===== config.mk =====
export PLATFORM = sky130hd
export DESIGN_NAME = discovery_dedup_table_flat
export DESIGN_NICKNAME = d
export VERILOG_FILES = /design/src/rtl/ddt_pkg.sv /design/src/rtl/ddt_req_if.sv /design/src/rtl/ddt_rsp_if.sv /design/src/rtl/ddt_cfg_if.sv /design/src/rtl/ddt_cell.sv /design/src/rtl/discovery_dedup_table.sv /design/src/flat_wrapper.sv
export SDC_FILE = /design/constraint.sdc
export NUM_CORES = 2
export LEC_CHECK = 0
export ABC_AREA = 1
export BUFFER_PORTS_ARGS = -buffer_cell sky130_fd_sc_hd__buf_2
export CORE_MARGIN = 2
export CORE_UTILIZATION = 45
export CTS_CLUSTER_SIZE = 20
export DETAILED_ROUTE_END_ITERATION = 6
export GPL_ROUTABILITY_DRIVEN = 0
export PLACE_DENSITY_LB_ADDON = 0.25
export RECOVER_POWER = 25
export SLEW_MARGIN = 20
export SYNTH_ARGS = -nofsm -noshare
export SYNTH_HDL_FRONTEND = slang
export SYNTH_SLANG_ARGS = --single-unit
export TNS_END_PERCENT = 10

===== constraint.sdc =====
create_clock -name i_clk -period 15.5 [get_ports i_clk]
set_clock_uncertainty 0.1 [all_clocks]
set_input_delay 3.1 -clock i_clk [delete_from_list [all_inputs] [get_ports i_clk]]
set_output_delay 3.1 -clock i_clk [all_outputs]
set_load 0.005 [all_outputs]

===== src/rtl/ddt_pkg.sv =====
// ----------------------------------------------------------------------------
// ddt_pkg
// Shared types and constants for the discovery dedup table.
// ----------------------------------------------------------------------------
`default_nettype none

package ddt_pkg;

    localparam int TABLE_DEPTH_DEF   = 16;
    localparam int NODE_ID_BYTES_DEF = 3;

    localparam int OP_W    = 2;
    localparam int ID_W    = 24;
    localparam int BYTE_W  = 8;
    localparam int RSSI_W  = 16;
    localparam int TIME_W  = 32;
    localparam int IDX_W   = 4;
    localparam int PHASE_W = 2;
    localparam int CNT_W_DEF = 5;

    localparam logic [OP_W-1:0] OP_START = 2'd0;
    localparam logic [OP_W-1:0] OP_STOP  = 2'd1;
    localparam logic [OP_W-1:0] OP_RESP  = 2'd2;
    localparam logic [OP_W-1:0] OP_READ  = 2'd3;

    localparam logic [PHASE_W-1:0] PH_IDLE  = 2'd0;
    localparam logic [PHASE_W-1:0] PH_DISC  = 2'd1;
    localparam logic [PHASE_W-1:0] PH_FOUND = 2'd2;

    typedef struct packed {
        logic [ID_W-1:0]          node_id;
        logic [BYTE_W-1:0]        dev_type;
        logic [BYTE_W-1:0]        maker;
        logic [BYTE_W-1:0]        version;
        logic signed [RSSI_W-1:0] rssi;
        logic [TIME_W-1:0]        stamp;
    } t_entry;

    typedef struct packed {
        logic [OP_W-1:0]          op;
        logic [ID_W-1:0]          node_id;
        logic [BYTE_W-1:0]        payload_len;
        logic [BYTE_W-1:0]        data0;
        logic [BYTE_W-1:0]        data1;
        logic [BYTE_W-1:0]        data2;
        logic signed [RSSI_W-1:0] rssi;
        logic [TIME_W-1:0]        time_ms;
        logic [IDX_W-1:0]         index;
    } t_req;

endpackage

`default_nettype wire


===== src/rtl/ddt_req_if.sv =====
// ----------------------------------------------------------------------------
// ddt_req_if
// Request channel carrying one table operation.
// ----------------------------------------------------------------------------
`default_nettype none

interface ddt_req_if;
    import ddt_pkg::*;

    logic                     valid;
    logic                     ready;
    logic [OP_W-1:0]          op;
    logic [ID_W-1:0]          node_id;
    logic [BYTE_W-1:0]        payload_len;
    logic [BYTE_W-1:0]        data0;
    logic [BYTE_W-1:0]        data1;
    logic [BYTE_W-1:0]        data2;
    logic signed [RSSI_W-1:0] rssi;
    logic [TIME_W-1:0]        time_ms;
    logic [IDX_W-1:0]         index;

    modport source (output valid, op, node_id, payload_len, data0, data1, data2, rssi,
                    time_ms, index, input ready);
    modport sink   (input valid, op, node_id, payload_len, data0, data1, data2, rssi,
                    time_ms, index, output ready);
endinterface

`default_nettype wire


===== src/rtl/ddt_rsp_if.sv =====
// ----------------------------------------------------------------------------
// ddt_rsp_if
// Response channel carrying the result of one table operation.
// ----------------------------------------------------------------------------
`default_nettype none

interface ddt_rsp_if #(
    parameter int CNT_W = ddt_pkg::CNT_W_DEF
);
    import ddt_pkg::*;

    logic                     valid;
    logic                     ready;
    logic                     accepted;
    logic [CNT_W-1:0]         count;
    logic [PHASE_W-1:0]       phase;
    logic [ID_W-1:0]          entry_node_id;
    logic [BYTE_W-1:0]        entry_type;
    logic [BYTE_W-1:0]        entry_maker;
    logic [BYTE_W-1:0]        entry_version;
    logic signed [RSSI_W-1:0] entry_rssi;
    logic [TIME_W-1:0]        entry_time;

    modport source (output valid, accepted, count, phase, entry_node_id, entry_type,
                    entry_maker, entry_version, entry_rssi, entry_time, input ready);
    modport sink   (input valid, accepted, count, phase, entry_node_id, entry_type,
                    entry_maker, entry_version, entry_rssi, entry_time, output ready);
endinterface

`default_nettype wire


===== src/rtl/ddt_cfg_if.sv =====
// ----------------------------------------------------------------------------
// ddt_cfg_if
// Write channel for the fallback device type register.
// ----------------------------------------------------------------------------
`default_nettype none

interface ddt_cfg_if;
    import ddt_pkg::*;

    logic              valid;
    logic              ready;
    logic [BYTE_W-1:0] data;

    modport source (output valid, data, input ready);
    modport sink   (input valid, data, output ready);
endinterface

`default_nettype wire


===== src/rtl/ddt_cell.sv =====
// ----------------------------------------------------------------------------
// ddt_cell
// One table slot: stores an entry, extends the id match chain and the read
// data chain toward its neighbor.
// ----------------------------------------------------------------------------
`default_nettype none

module ddt_cell
    import ddt_pkg::*;
(
    input  wire logic            i_clk,
    input  wire logic            i_wr,
    input  wire t_entry          i_entry,
    input  wire logic [ID_W-1:0] i_key,
    input  wire logic            i_live,
    input  wire logic            i_rd_sel,
    input  wire logic            i_match,
    input  wire t_entry          i_rd,
    output logic                 o_match,
    output t_entry               o_rd
);

    t_entry r_entry;

    always_ff @(posedge i_clk) begin
        if (i_wr) begin
            r_entry <= i_entry;
        end
    end

    assign o_match = i_match | (i_live & (r_entry.node_id == i_key));
    assign o_rd    = i_rd_sel ? r_entry : i_rd;

endmodule

`default_nettype wire


===== src/rtl/discovery_dedup_table.sv =====
// ----------------------------------------------------------------------------
// discovery_dedup_table
// A taken request is held in the input register, makes one pass through the row
// of table cells and is then registered onto the response channel. No new request
// is taken while one is held there; a pending unread response stalls it.
// Reset clears the phase, the entry count, the fallback type and both channels;
// table slots hold no defined value until written.
// ----------------------------------------------------------------------------
`default_nettype none

module discovery_dedup_table
    import ddt_pkg::*;
#(
    parameter int TABLE_DEPTH   = TABLE_DEPTH_DEF,
    parameter int NODE_ID_BYTES = NODE_ID_BYTES_DEF
) (
    input  wire logic i_clk,
    input  wire logic i_rst_n,
    ddt_cfg_if.sink   i_cfg,
    ddt_req_if.sink   i_req,
    ddt_rsp_if.source o_rsp
);

    localparam int CNT_W    = $clog2(TABLE_DEPTH + 1);
    localparam int KEY_BITS = (NODE_ID_BYTES * 8 < ID_W) ? NODE_ID_BYTES * 8 : ID_W;
    localparam logic [ID_W-1:0] ID_MASK =
        (KEY_BITS >= ID_W) ? {ID_W{1'b1}} : ((ID_W'(1) << KEY_BITS) - ID_W'(1));

    logic [BYTE_W-1:0]  r_fallback;
    logic               r_busy;
    t_req               r_req;
    logic [PHASE_W-1:0] r_phase, n_phase;
    logic [CNT_W-1:0]   r_count, n_count;

    logic               r_out_valid;
    logic               r_out_acc, n_out_acc;
    logic [CNT_W-1:0]   r_out_count;
    logic [PHASE_W-1:0] r_out_phase;
    t_entry             r_out_entry;

    logic               exec;
    logic [ID_W-1:0]    key;
    logic               full;
    logic               store;
    logic               rd_ok;
    t_entry             new_entry;

    logic   match_chain [0:TABLE_DEPTH];
    t_entry rd_chain    [0:TABLE_DEPTH];

    assign i_cfg.ready = 1'b1;

    always_ff @(posedge i_clk) begin
        if (!i_rst_n) begin
            r_fallback <= '0;
        end else if (i_cfg.valid) begin
            r_fallback <= i_cfg.data;
        end
    end

    assign i_req.ready = !r_busy;
    assign exec        = r_busy && (!r_out_valid || o_rsp.ready);

    always_ff @(posedge i_clk) begin
        if (!i_rst_n) begin
            r_busy <= 1'b0;
        end else if (i_req.valid && !r_busy) begin
            r_busy <= 1'b1;
        end else if (exec) begin
            r_busy <= 1'b0;
        end
    end

    always_ff @(posedge i_clk) begin
        if (i_req.valid && !r_busy) begin
            r_req.op          <= i_req.op;
            r_req.node_id     <= i_req.node_id;
            r_req.payload_len <= i_req.payload_len;
            r_req.data0       <= i_req.data0;
            r_req.data1       <= i_req.data1;
            r_req.data2       <= i_req.data2;
            r_req.rssi        <= i_req.rssi;
            r_req.time_ms     <= i_req.time_ms;
            r_req.index       <= i_req.index;
        end
    end

    assign key  = r_req.node_id & ID_MASK;
    assign full = (r_count == CNT_W'(TABLE_DEPTH));

    always_comb begin
        new_entry.node_id = key;
        if (r_req.payload_len >= BYTE_W'(2)) begin
            new_entry.dev_type = r_req.data0;
            new_entry.maker    = r_req.data1;
        end else begin
            new_entry.dev_type = r_fallback;
            new_entry.maker    = '0;
        end
        new_entry.version = (r_req.payload_len >= BYTE_W'(3)) ? r_req.data2 : '0;
        new_entry.rssi    = r_req.rssi;
        new_entry.stamp   = r_req.time_ms;
    end

    assign match_chain[0] = 1'b0;
    assign rd_chain[0]    = '0;

    for (genvar k = 0; k < TABLE_DEPTH; k++) begin : g_cell
        logic live;
        logic wr;
        logic rd_sel;

        assign live   = (CNT_W'(k) < r_count);
        assign wr     = exec && store && (r_count == CNT_W'(k));
        assign rd_sel = live && (r_req.op == OP_READ) &&
                        ({{(32 - IDX_W){1'b0}}, r_req.index} == 32'(k));

        ddt_cell u_cell (
            .i_clk    (i_clk),
            .i_wr     (wr),
            .i_entry  (new_entry),
            .i_key    (key),
            .i_live   (live),
            .i_rd_sel (rd_sel),
            .i_match  (match_chain[k]),
            .i_rd     (rd_chain[k]),
            .o_match  (match_chain[k+1]),
            .o_rd     (rd_chain[k+1])
        );
    end

    assign store = (r_req.op == OP_RESP) && (r_phase != PH_IDLE) && !full &&
                   !match_chain[TABLE_DEPTH];
    assign rd_ok = ({{(32 - IDX_W){1'b0}}, r_req.index} < {{(32 - CNT_W){1'b0}}, r_count});

    always_comb begin
        n_phase   = r_phase;
        n_count   = r_count;
        n_out_acc = 1'b0;
        case (r_req.op)
            OP_START: begin
                n_phase = PH_DISC;
                n_count = '0;
            end
            OP_STOP: begin
                n_phase = PH_IDLE;
            end
            OP_RESP: begin
                if (store) begin
                    n_phase   = PH_FOUND;
                    n_count   = r_count + CNT_W'(1);
                    n_out_acc = 1'b1;
                end
            end
            OP_READ: begin
                n_out_acc = rd_ok;
            end
            default: begin
                n_out_acc = 1'b0;
            end
        endcase
    end

    always_ff @(posedge i_clk) begin
        if (!i_rst_n) begin
            r_phase <= PH_IDLE;
            r_count <= '0;
        end else if (exec) begin
            r_phase <= n_phase;
            r_count <= n_count;
        end
    end

    always_ff @(posedge i_clk) begin
        if (!i_rst_n) begin
            r_out_valid <= 1'b0;
        end else if (exec) begin
            r_out_valid <= 1'b1;
        end else if (o_rsp.ready) begin
            r_out_valid <= 1'b0;
        end
    end

    always_ff @(posedge i_clk) begin
        if (exec) begin
            r_out_acc   <= n_out_acc;
            r_out_count <= n_count;
            r_out_phase <= n_phase;
            r_out_entry <= rd_chain[TABLE_DEPTH];
        end
    end

    assign o_rsp.valid         = r_out_valid;
    assign o_rsp.accepted      = r_out_acc;
    assign o_rsp.count         = r_out_count;
    assign o_rsp.phase         = r_out_phase;
    assign o_rsp.entry_node_id = r_out_entry.node_id;
    assign o_rsp.entry_type    = r_out_entry.dev_type;
    assign o_rsp.entry_maker   = r_out_entry.maker;
    assign o_rsp.entry_version = r_out_entry.version;
    assign o_rsp.entry_rssi    = r_out_entry.rssi;
    assign o_rsp.entry_time    = r_out_entry.stamp;

endmodule

`default_nettype wire

===== src/flat_wrapper.sv =====
// flat-port wrapper written by rule: the top's interface ports become plain ports
module discovery_dedup_table_flat import ddt_pkg::*;
#(
    parameter int TABLE_DEPTH   = TABLE_DEPTH_DEF,
    parameter int NODE_ID_BYTES = NODE_ID_BYTES_DEF
)
  (i_clk, i_rst_n, i_cfg_valid, i_cfg_data, i_cfg_ready, i_req_valid, i_req_op, i_req_node_id, i_req_payload_len, i_req_data0, i_req_data1, i_req_data2, i_req_rssi, i_req_time_ms, i_req_index, i_req_ready, o_rsp_valid, o_rsp_accepted, o_rsp_count, o_rsp_phase, o_rsp_entry_node_id, o_rsp_entry_type, o_rsp_entry_maker, o_rsp_entry_version, o_rsp_entry_rssi, o_rsp_entry_time, o_rsp_ready);
  ddt_cfg_if i_cfg_i ();
  ddt_req_if i_req_i ();
  ddt_rsp_if o_rsp_i ();
  input  wire logic i_clk;
  input  wire logic i_rst_n;
  input wire logic [$bits(i_cfg_i.valid)-1:0] i_cfg_valid;
  input wire logic [$bits(i_cfg_i.data)-1:0] i_cfg_data;
  output wire logic [$bits(i_cfg_i.ready)-1:0] i_cfg_ready;
  input wire logic [$bits(i_req_i.valid)-1:0] i_req_valid;
  input wire logic [$bits(i_req_i.op)-1:0] i_req_op;
  input wire logic [$bits(i_req_i.node_id)-1:0] i_req_node_id;
  input wire logic [$bits(i_req_i.payload_len)-1:0] i_req_payload_len;
  input wire logic [$bits(i_req_i.data0)-1:0] i_req_data0;
  input wire logic [$bits(i_req_i.data1)-1:0] i_req_data1;
  input wire logic [$bits(i_req_i.data2)-1:0] i_req_data2;
  input wire logic [$bits(i_req_i.rssi)-1:0] i_req_rssi;
  input wire logic [$bits(i_req_i.time_ms)-1:0] i_req_time_ms;
  input wire logic [$bits(i_req_i.index)-1:0] i_req_index;
  output wire logic [$bits(i_req_i.ready)-1:0] i_req_ready;
  output wire logic [$bits(o_rsp_i.valid)-1:0] o_rsp_valid;
  output wire logic [$bits(o_rsp_i.accepted)-1:0] o_rsp_accepted;
  output wire logic [$bits(o_rsp_i.count)-1:0] o_rsp_count;
  output wire logic [$bits(o_rsp_i.phase)-1:0] o_rsp_phase;
  output wire logic [$bits(o_rsp_i.entry_node_id)-1:0] o_rsp_entry_node_id;
  output wire logic [$bits(o_rsp_i.entry_type)-1:0] o_rsp_entry_type;
  output wire logic [$bits(o_rsp_i.entry_maker)-1:0] o_rsp_entry_maker;
  output wire logic [$bits(o_rsp_i.entry_version)-1:0] o_rsp_entry_version;
  output wire logic [$bits(o_rsp_i.entry_rssi)-1:0] o_rsp_entry_rssi;
  output wire logic [$bits(o_rsp_i.entry_time)-1:0] o_rsp_entry_time;
  input wire logic [$bits(o_rsp_i.ready)-1:0] o_rsp_ready;
  assign i_cfg_i.valid = i_cfg_valid;
  assign i_cfg_i.data = i_cfg_data;
  assign i_cfg_ready = i_cfg_i.ready;
  assign i_req_i.valid = i_req_valid;
  assign i_req_i.op = i_req_op;
  assign i_req_i.node_id = i_req_node_id;
  assign i_req_i.payload_len = i_req_payload_len;
  assign i_req_i.data0 = i_req_data0;
  assign i_req_i.data1 = i_req_data1;
  assign i_req_i.data2 = i_req_data2;
  assign i_req_i.rssi = i_req_rssi;
  assign i_req_i.time_ms = i_req_time_ms;
  assign i_req_i.index = i_req_index;
  assign i_req_ready = i_req_i.ready;
  assign o_rsp_valid = o_rsp_i.valid;
  assign o_rsp_accepted = o_rsp_i.accepted;
  assign o_rsp_count = o_rsp_i.count;
  assign o_rsp_phase = o_rsp_i.phase;
  assign o_rsp_entry_node_id = o_rsp_i.entry_node_id;
  assign o_rsp_entry_type = o_rsp_i.entry_type;
  assign o_rsp_entry_maker = o_rsp_i.entry_maker;
  assign o_rsp_entry_version = o_rsp_i.entry_version;
  assign o_rsp_entry_rssi = o_rsp_i.entry_rssi;
  assign o_rsp_entry_time = o_rsp_i.entry_time;
  assign o_rsp_i.ready = o_rsp_ready;
  discovery_dedup_table #(.TABLE_DEPTH(TABLE_DEPTH), .NODE_ID_BYTES(NODE_ID_BYTES)) u_core (.i_clk(i_clk), .i_rst_n(i_rst_n), .i_cfg(i_cfg_i), .i_req(i_req_i), .o_rsp(o_rsp_i));
endmodule

### Yosys cells after proc, flatten, opt, wreduce, memory -nomap -nowiden

Index checks and enable logic that the tools add are counted.
W data, S select, Z words.

* word-level logic and storage cells: 313
* input port bits: 123
* flip-flop bits (word level): 1767

* add/subtract/negate cells: 1
* reduce and logical (&&, ||, !) cells: 65
* bitwise logic cells: 31
* $lt $le $gt $ge: 19
* muxes and demuxes: 28
* equal/unequal tests: 50

Operator list (number)
* $mux W96: 16
* $eq A24 B24 Y1: 16
* $logic_and A1 B1 Y1: 54
* $eq A5 B4 Y1 const B: 8
* $lt A4 B5 Y1 const A: 8
* $eq A4 B4 Y1 const B: 8
* $eq A5 B3 Y1 const B: 4
* $lt A3 B5 Y1 const A: 4
* $and A1 B1 Y1: 16
* $eq A4 B3 Y1 const B: 4
* $ge A8 B2 Y1 const B: 2
* $mux W16: 1
* $or A1 B1 Y1: 15
* $eq A5 B2 Y1 const B: 2
* $lt A1 B5 Y1 const A: 2
* $lt A2 B5 Y1 const A: 2
* $pmux W5 S2: 1
* $eq A4 B2 Y1 const B: 2
* $mux W8: 1
* $pmux W2 S3: 1
* $reduce_bool A2 Y1: 3
* $add A5 B1 Y5 const B: 1
* $eq A5 B1 Y1 const B: 1
* $eq A5 B5 Y1 const B: 1
* 13 further kinds: 21

### Logic depth before layout (Yosys ltp)

* depth in word-level cells: 21
* gate-level depth with buffers: 20

### Modules after synthesis

A second synthesis with hierarchy kept.

* cells, all modules: 5829
* area, all modules: 80230.7 µm²

By module, submodules not included
* ddt_cell: area each 4503.1 µm², times used 16, sequential area each 2882.8 µm², cells an instance 333
* discovery_dedup_table: area each 8181.6 µm², times used 1, sequential area each 6766.5 µm², cells an instance 501

### Worst setup path before layout

Ideal clock, no wire load.

* path kind: input-to-reg
* from: in o_rsp_ready
* to: reg u_core.g_cell[4].u_cell.r_entry[0] (netlist bit) (enable)
* data arrival time: 12720 ps
* stages: 6
* data required time: 14711 ps
* slack: 1991 ps
* library setup time: 689 ps
* path through: inv_1 nand2_1 nand2_1 inv_1 nand2_2 nor3b_1

* word-level cells in the longest chain between the ends: 4

RTL lines
* from (decl): RTL line flat_wrapper.sv:37 `input wire logic [$bits(o_rsp_i.ready)-1:0] o_rsp_ready;`
* $logic_or A1 B1 Y1: RTL line discovery_dedup_table.sv:62 `assign exec = r_busy && (!r_out_valid || o_rsp.ready);`
* $logic_and A1 B1 Y1: RTL line discovery_dedup_table.sv:62
* net u_core.exec: RTL line discovery_dedup_table.sv:41 `logic exec;`
* $logic_and A1 B1 Y1 (2 in a row): RTL line discovery_dedup_table.sv:114 `assign wr = exec && store && (r_count == CNT_W'(k));`
* net u_core.g_cell[4].u_cell.i_wr: RTL line ddt_cell.sv:12 `input wire logic i_wr,`
* to (signal assigned): RTL line ddt_cell.sv:27 `r_entry <= i_entry;`
* to (decl): RTL line ddt_cell.sv:23 `t_entry r_entry;`

The timed path passes the listed nets, and every way through them passes these cells.
A chain may end at the register's enable or synchronous reset.

### Final worst setup path

* from: reg u_core.r_req (netlist bit u_core.key[11])
* to: reg u_core.g_cell[14].u_cell.r_entry[34] (netlist bit) (enable)

* word-level cells in the longest chain between the ends: 21
* elaborated cells on any way between the ends: 51

RTL lines
* from (decl): RTL line discovery_dedup_table.sv:31 `t_req r_req;`
* $eq A24 B24 Y1: RTL line ddt_cell.sv:31 `assign o_match = i_match | (i_live & (r_entry.node_id == i_key));`
* $and A1 B1 Y1: RTL line ddt_cell.sv:31
* $or A1 B1 Y1 (14 in a row): RTL line ddt_cell.sv:31
* $or A1 B1 Y1 *: RTL line ddt_cell.sv:31
* $logic_not A1 Y1 *: RTL line discovery_dedup_table.sv:133 `!match_chain[TABLE_DEPTH];`
* $logic_and A1 B1 Y1 *: RTL line discovery_dedup_table.sv:132 `assign store = (r_req.op == OP_RESP) && (r_phase != PH_IDLE) && !full &&`
* $logic_and A1 B1 Y1 * (2 in a row): RTL line discovery_dedup_table.sv:114
* net u_core.g_cell[14].u_cell.i_wr: RTL line ddt_cell.sv:12
* to (signal assigned): RTL line ddt_cell.sv:27
* to (decl): RTL line ddt_cell.sv:23

The timed path passes the listed nets; every way through them passes the cells marked *.

==> impl_metrics.tcl <==
set metrics [dict create \
    required_ps 15840 \
    layout_common_cells "nand2_1 (1767), edfxtp_1 (1750), nor2_1 (516)" \
    numClockSinks 1767 \
    worstPathArrival_ps 7340 \
    post_cts_resized 0 \
    min_period_ps 7000 \
    seq_area_frac_synth_pct 74.2 \
    drt-pass1-iter-count 5 \
    maxCapViolations 20 \
    via_count 44500 \
    avgViaCountPerCell 5.37 \
    slew_headroom_pct -54.8 \
    path_clk_slew_ps 60 \
    fin_nets 6202 \
    grt_usage_pct 23.6 \
    met1_length_um 80800 \
    power.internal_mw 7.78 \
    dp_slack_ps 9130 \
    fin_crit_sh_pct 45.2 \
    cts_tree "built" \
    startpoint_type "flop" \
    ctsHtreeMaxLevel 4 \
    initial_core_util_pct 45.1 \
    final_common_cell "nand2_1" \
    synth.distinct_cells 46 \
    initialDrtViolationCount 4298 \
    tns_ps 0 \
    synth_nets 5920 \
    p_sw_mw 2.06 \
    p_per_area_mw_per_mm2 122 \
    tightest_slew_ps 2320 \
    diodes 0 \
    synthFlopType "edfxtp_1" \
    path_cells "clkbuf_1 > inv_1 > o21ai_0 > inv_1 > nand2_1 > nor2_1 > nand2_1 > nor2_1 > nand2_1 > nand2_1 > nor2_1 > nand3_1 > nor2_4 > nand2_2 > nor2_2 > nand2_1 > nor2_4 > buf_4" \
    hold_path.class "flop to flop" \
    cts_buffers 181 \
    post-cts-setup-buffers 0 \
    ys_seq_elements 1767 \
    area_delta_synth_final_pct 13.0 \
    drv_slew 644 \
    fill_cells 13400 \
    critPathMostFrequentCell "nand2_1" \
    path_buf_inv 4 \
    ff_latch_area_mm2 0.0529 \
    grt_max_degree 157 \
    end_kind "flop" \
    crit_fanout 46 \
    ir_drop_mv 0.125 \
    row_count 146 \
    avgSynthCellArea_um2 12.3 \
    wl_per_cell_um 23.2 \
    synth_edf_count 1750 \
    combPwrFrac_pct 2.4 \
    fp.dieW_um 402 \
    io_buffer_count 228 \
    violations "capacitance limit, slew limit" \
    drc 0 \
    crit_slowest_cell "clkbuf_1" \
    cp_top_family "buffers and inverters" \
    p_sw_share_pct 20.9 \
    final-setup-viol-count 0 \
    multi_input_area_mm2 0.0158 \
    rsz0062_at_grt "no" \
    max_stage_delay_ps 1640 \
    core_mm2 0.158 \
    die_area_mm2 0.162 \
    leakage_nw 28.5 \
    synthArstFlopShare_pct 0 \
    wl_met2_um 90500 \
    antenna_found_initial 2 \
    finalHoldViolCount 0 \
    routed_wirelength_um 192000 \
    die_h_um 402 \
    grt_pass1_vias 43500 \
    clkLatencyLatePin_ps 840 \
    dr_wl_met3_um 12800 \
    pwr-share-seq_pct 54.4 \
    status "finished, violations left" \
    postRouteAntennaNets 0 \
    clock.fmax_ghz 0.143 \
    yosysWarnings 0 \
    cts_root_buf "clkbuf_16" \
    grt_overflow 0 \
    hpwl_um 118000 \
    ctsHoldBuffers 0 \
    netlist_instances 5791 \
    grt_pass1_wl_um 283000 \
    syn_area_mm2 0.0712 \
    clockBufferDepth 3 \
    crit_type "flop to flop" \
    pwr-share-clk_pct 43.2 \
    top_layer_used "met5" \
    drive_gt1_share_pct 10.3 \
    setup_ws_ps 8500 \
    ios 230 \
]
==> final cells by class <==
cell class | count | area share, %
inverters | 456 | 2.14
repair buffers | 327 | 2.26
flip-flops and latches | 1767 | 65.7
well taps | 2072 | 3.22
multi-input cells | 3340 | 19.6
clock inverters | 95 | 1.24
clock buffers | 228 | 5.91
==> logic make-up (layout without fill, tap and decap cells) <==
family	Yosys count	in the layout	synth area share [%]
buffers and inverters	684	1106	3.96
XOR/XNOR	227	227	2.79
flip-flops	1767	1767	74.2
multiplexers	8	8	0.126
other	1	1	0.00526
adder cells (fa/ha/maj)	6	6	0.105
AND/OR/NAND/NOR	2815	2815	16.5
AO/OA/AOI/OAI	283	283	2.23
==> stage by stage <==
step / cells / hold slack, ps / cell area, um^2 / util, % / total power, mW
after floorplan: 5791 / 326 / 71200 / - / 5.56
after global routing: 8285 / 391 / 80500 / 51.0 / 10.1
final: 8285 / 355 / 80500 / 51.0 / 9.84
after detailed placement: 7962 / 345 / 74800 / 47.4 / 5.69
after global placement: 7962 / 344 / 74800 / 47.4 / 5.68
after CTS: 8285 / 356 / 80600 / 51.1 / 9.91
==> path summary, 6_finish.rpt <==
check                                       start                              endpoint  slack [ps]  depth (start not counted)
worst max-delay path               u_core.key[11]  u_core.g_cell[14].u_cell.r_entry[34]        8500                         18
worst min-delay path            u_core.r_phase[0]                     u_core.r_phase[0]         350                          2
worst max register to register     u_core.key[11]  u_core.g_cell[14].u_cell.r_entry[34]        8500                         18
worst min register to register  u_core.r_phase[0]                     u_core.r_phase[0]         350                          2
==> tightest hold or removal path: cells and delay by family (launching register included) <==
kind / cells / cell delay [ps]
flops: 1 / 310
simple gates: 2 / 110
==> metal layers <==
| layer | track usage (%) | up-vias |
|---|---|---|
| li1 | - | 20400 |
| met1 | 31.9 | 21900 |
| met2 | 38.0 | 1747 |
| met3 | 3.89 | 362 |
| met4 | 9.58 | 2 |
| met5 | 0 | - |
==> flip-flops by register name (all words and copies together), names as in the netlist, 16 cells and up <==
register and count:
u_core.new_entry 48, u_core.key 24, u_core.o_rsp.entry_rssi 16, u_core.o_rsp.entry_node_id 24, u_core.o_rsp.entry_time 32, u_core.r_req 38, u_core.g_cell.u_cell.r_entry 1536
==> cell usage after synthesis, drive strengths merged (6+ instances only) <==
cell type | instances | area share (%)
ha | 6 | 0.11
mux2 | 8 | 0.13
nand2 | 1771 | 9.4
o21bai | 6 | 0.063
o22ai | 9 | 0.079
a21oi | 132 | 0.93
o21ai | 79 | 0.56
a21boi | 56 | 0.59
edfxtp | 1750 | 74
nand4 | 350 | 3.1
nand3 | 109 | 0.79
xnor2 | 186 | 2.3
dfxtp | 17 | 0.48
nor3 | 23 | 0.21
nor2 | 547 | 2.9
buf | 107 | 0.92
xor2 | 41 | 0.50
clkbuf | 121 | 0.64
inv | 454 | 2.4
==> power groups by stage <==
stage	logic (mW)	registers [mW]	clock network (mW)
finish	0.238	5.35	4.25
global route	0.256	5.36	4.50
CTS	0.237	5.35	4.32
detailed placement	0.236	5.45	0
global placement	0.233	5.45	0
floorplan	0.114	5.44	0
No activity file was read; power rests on OpenSTA's default activity.
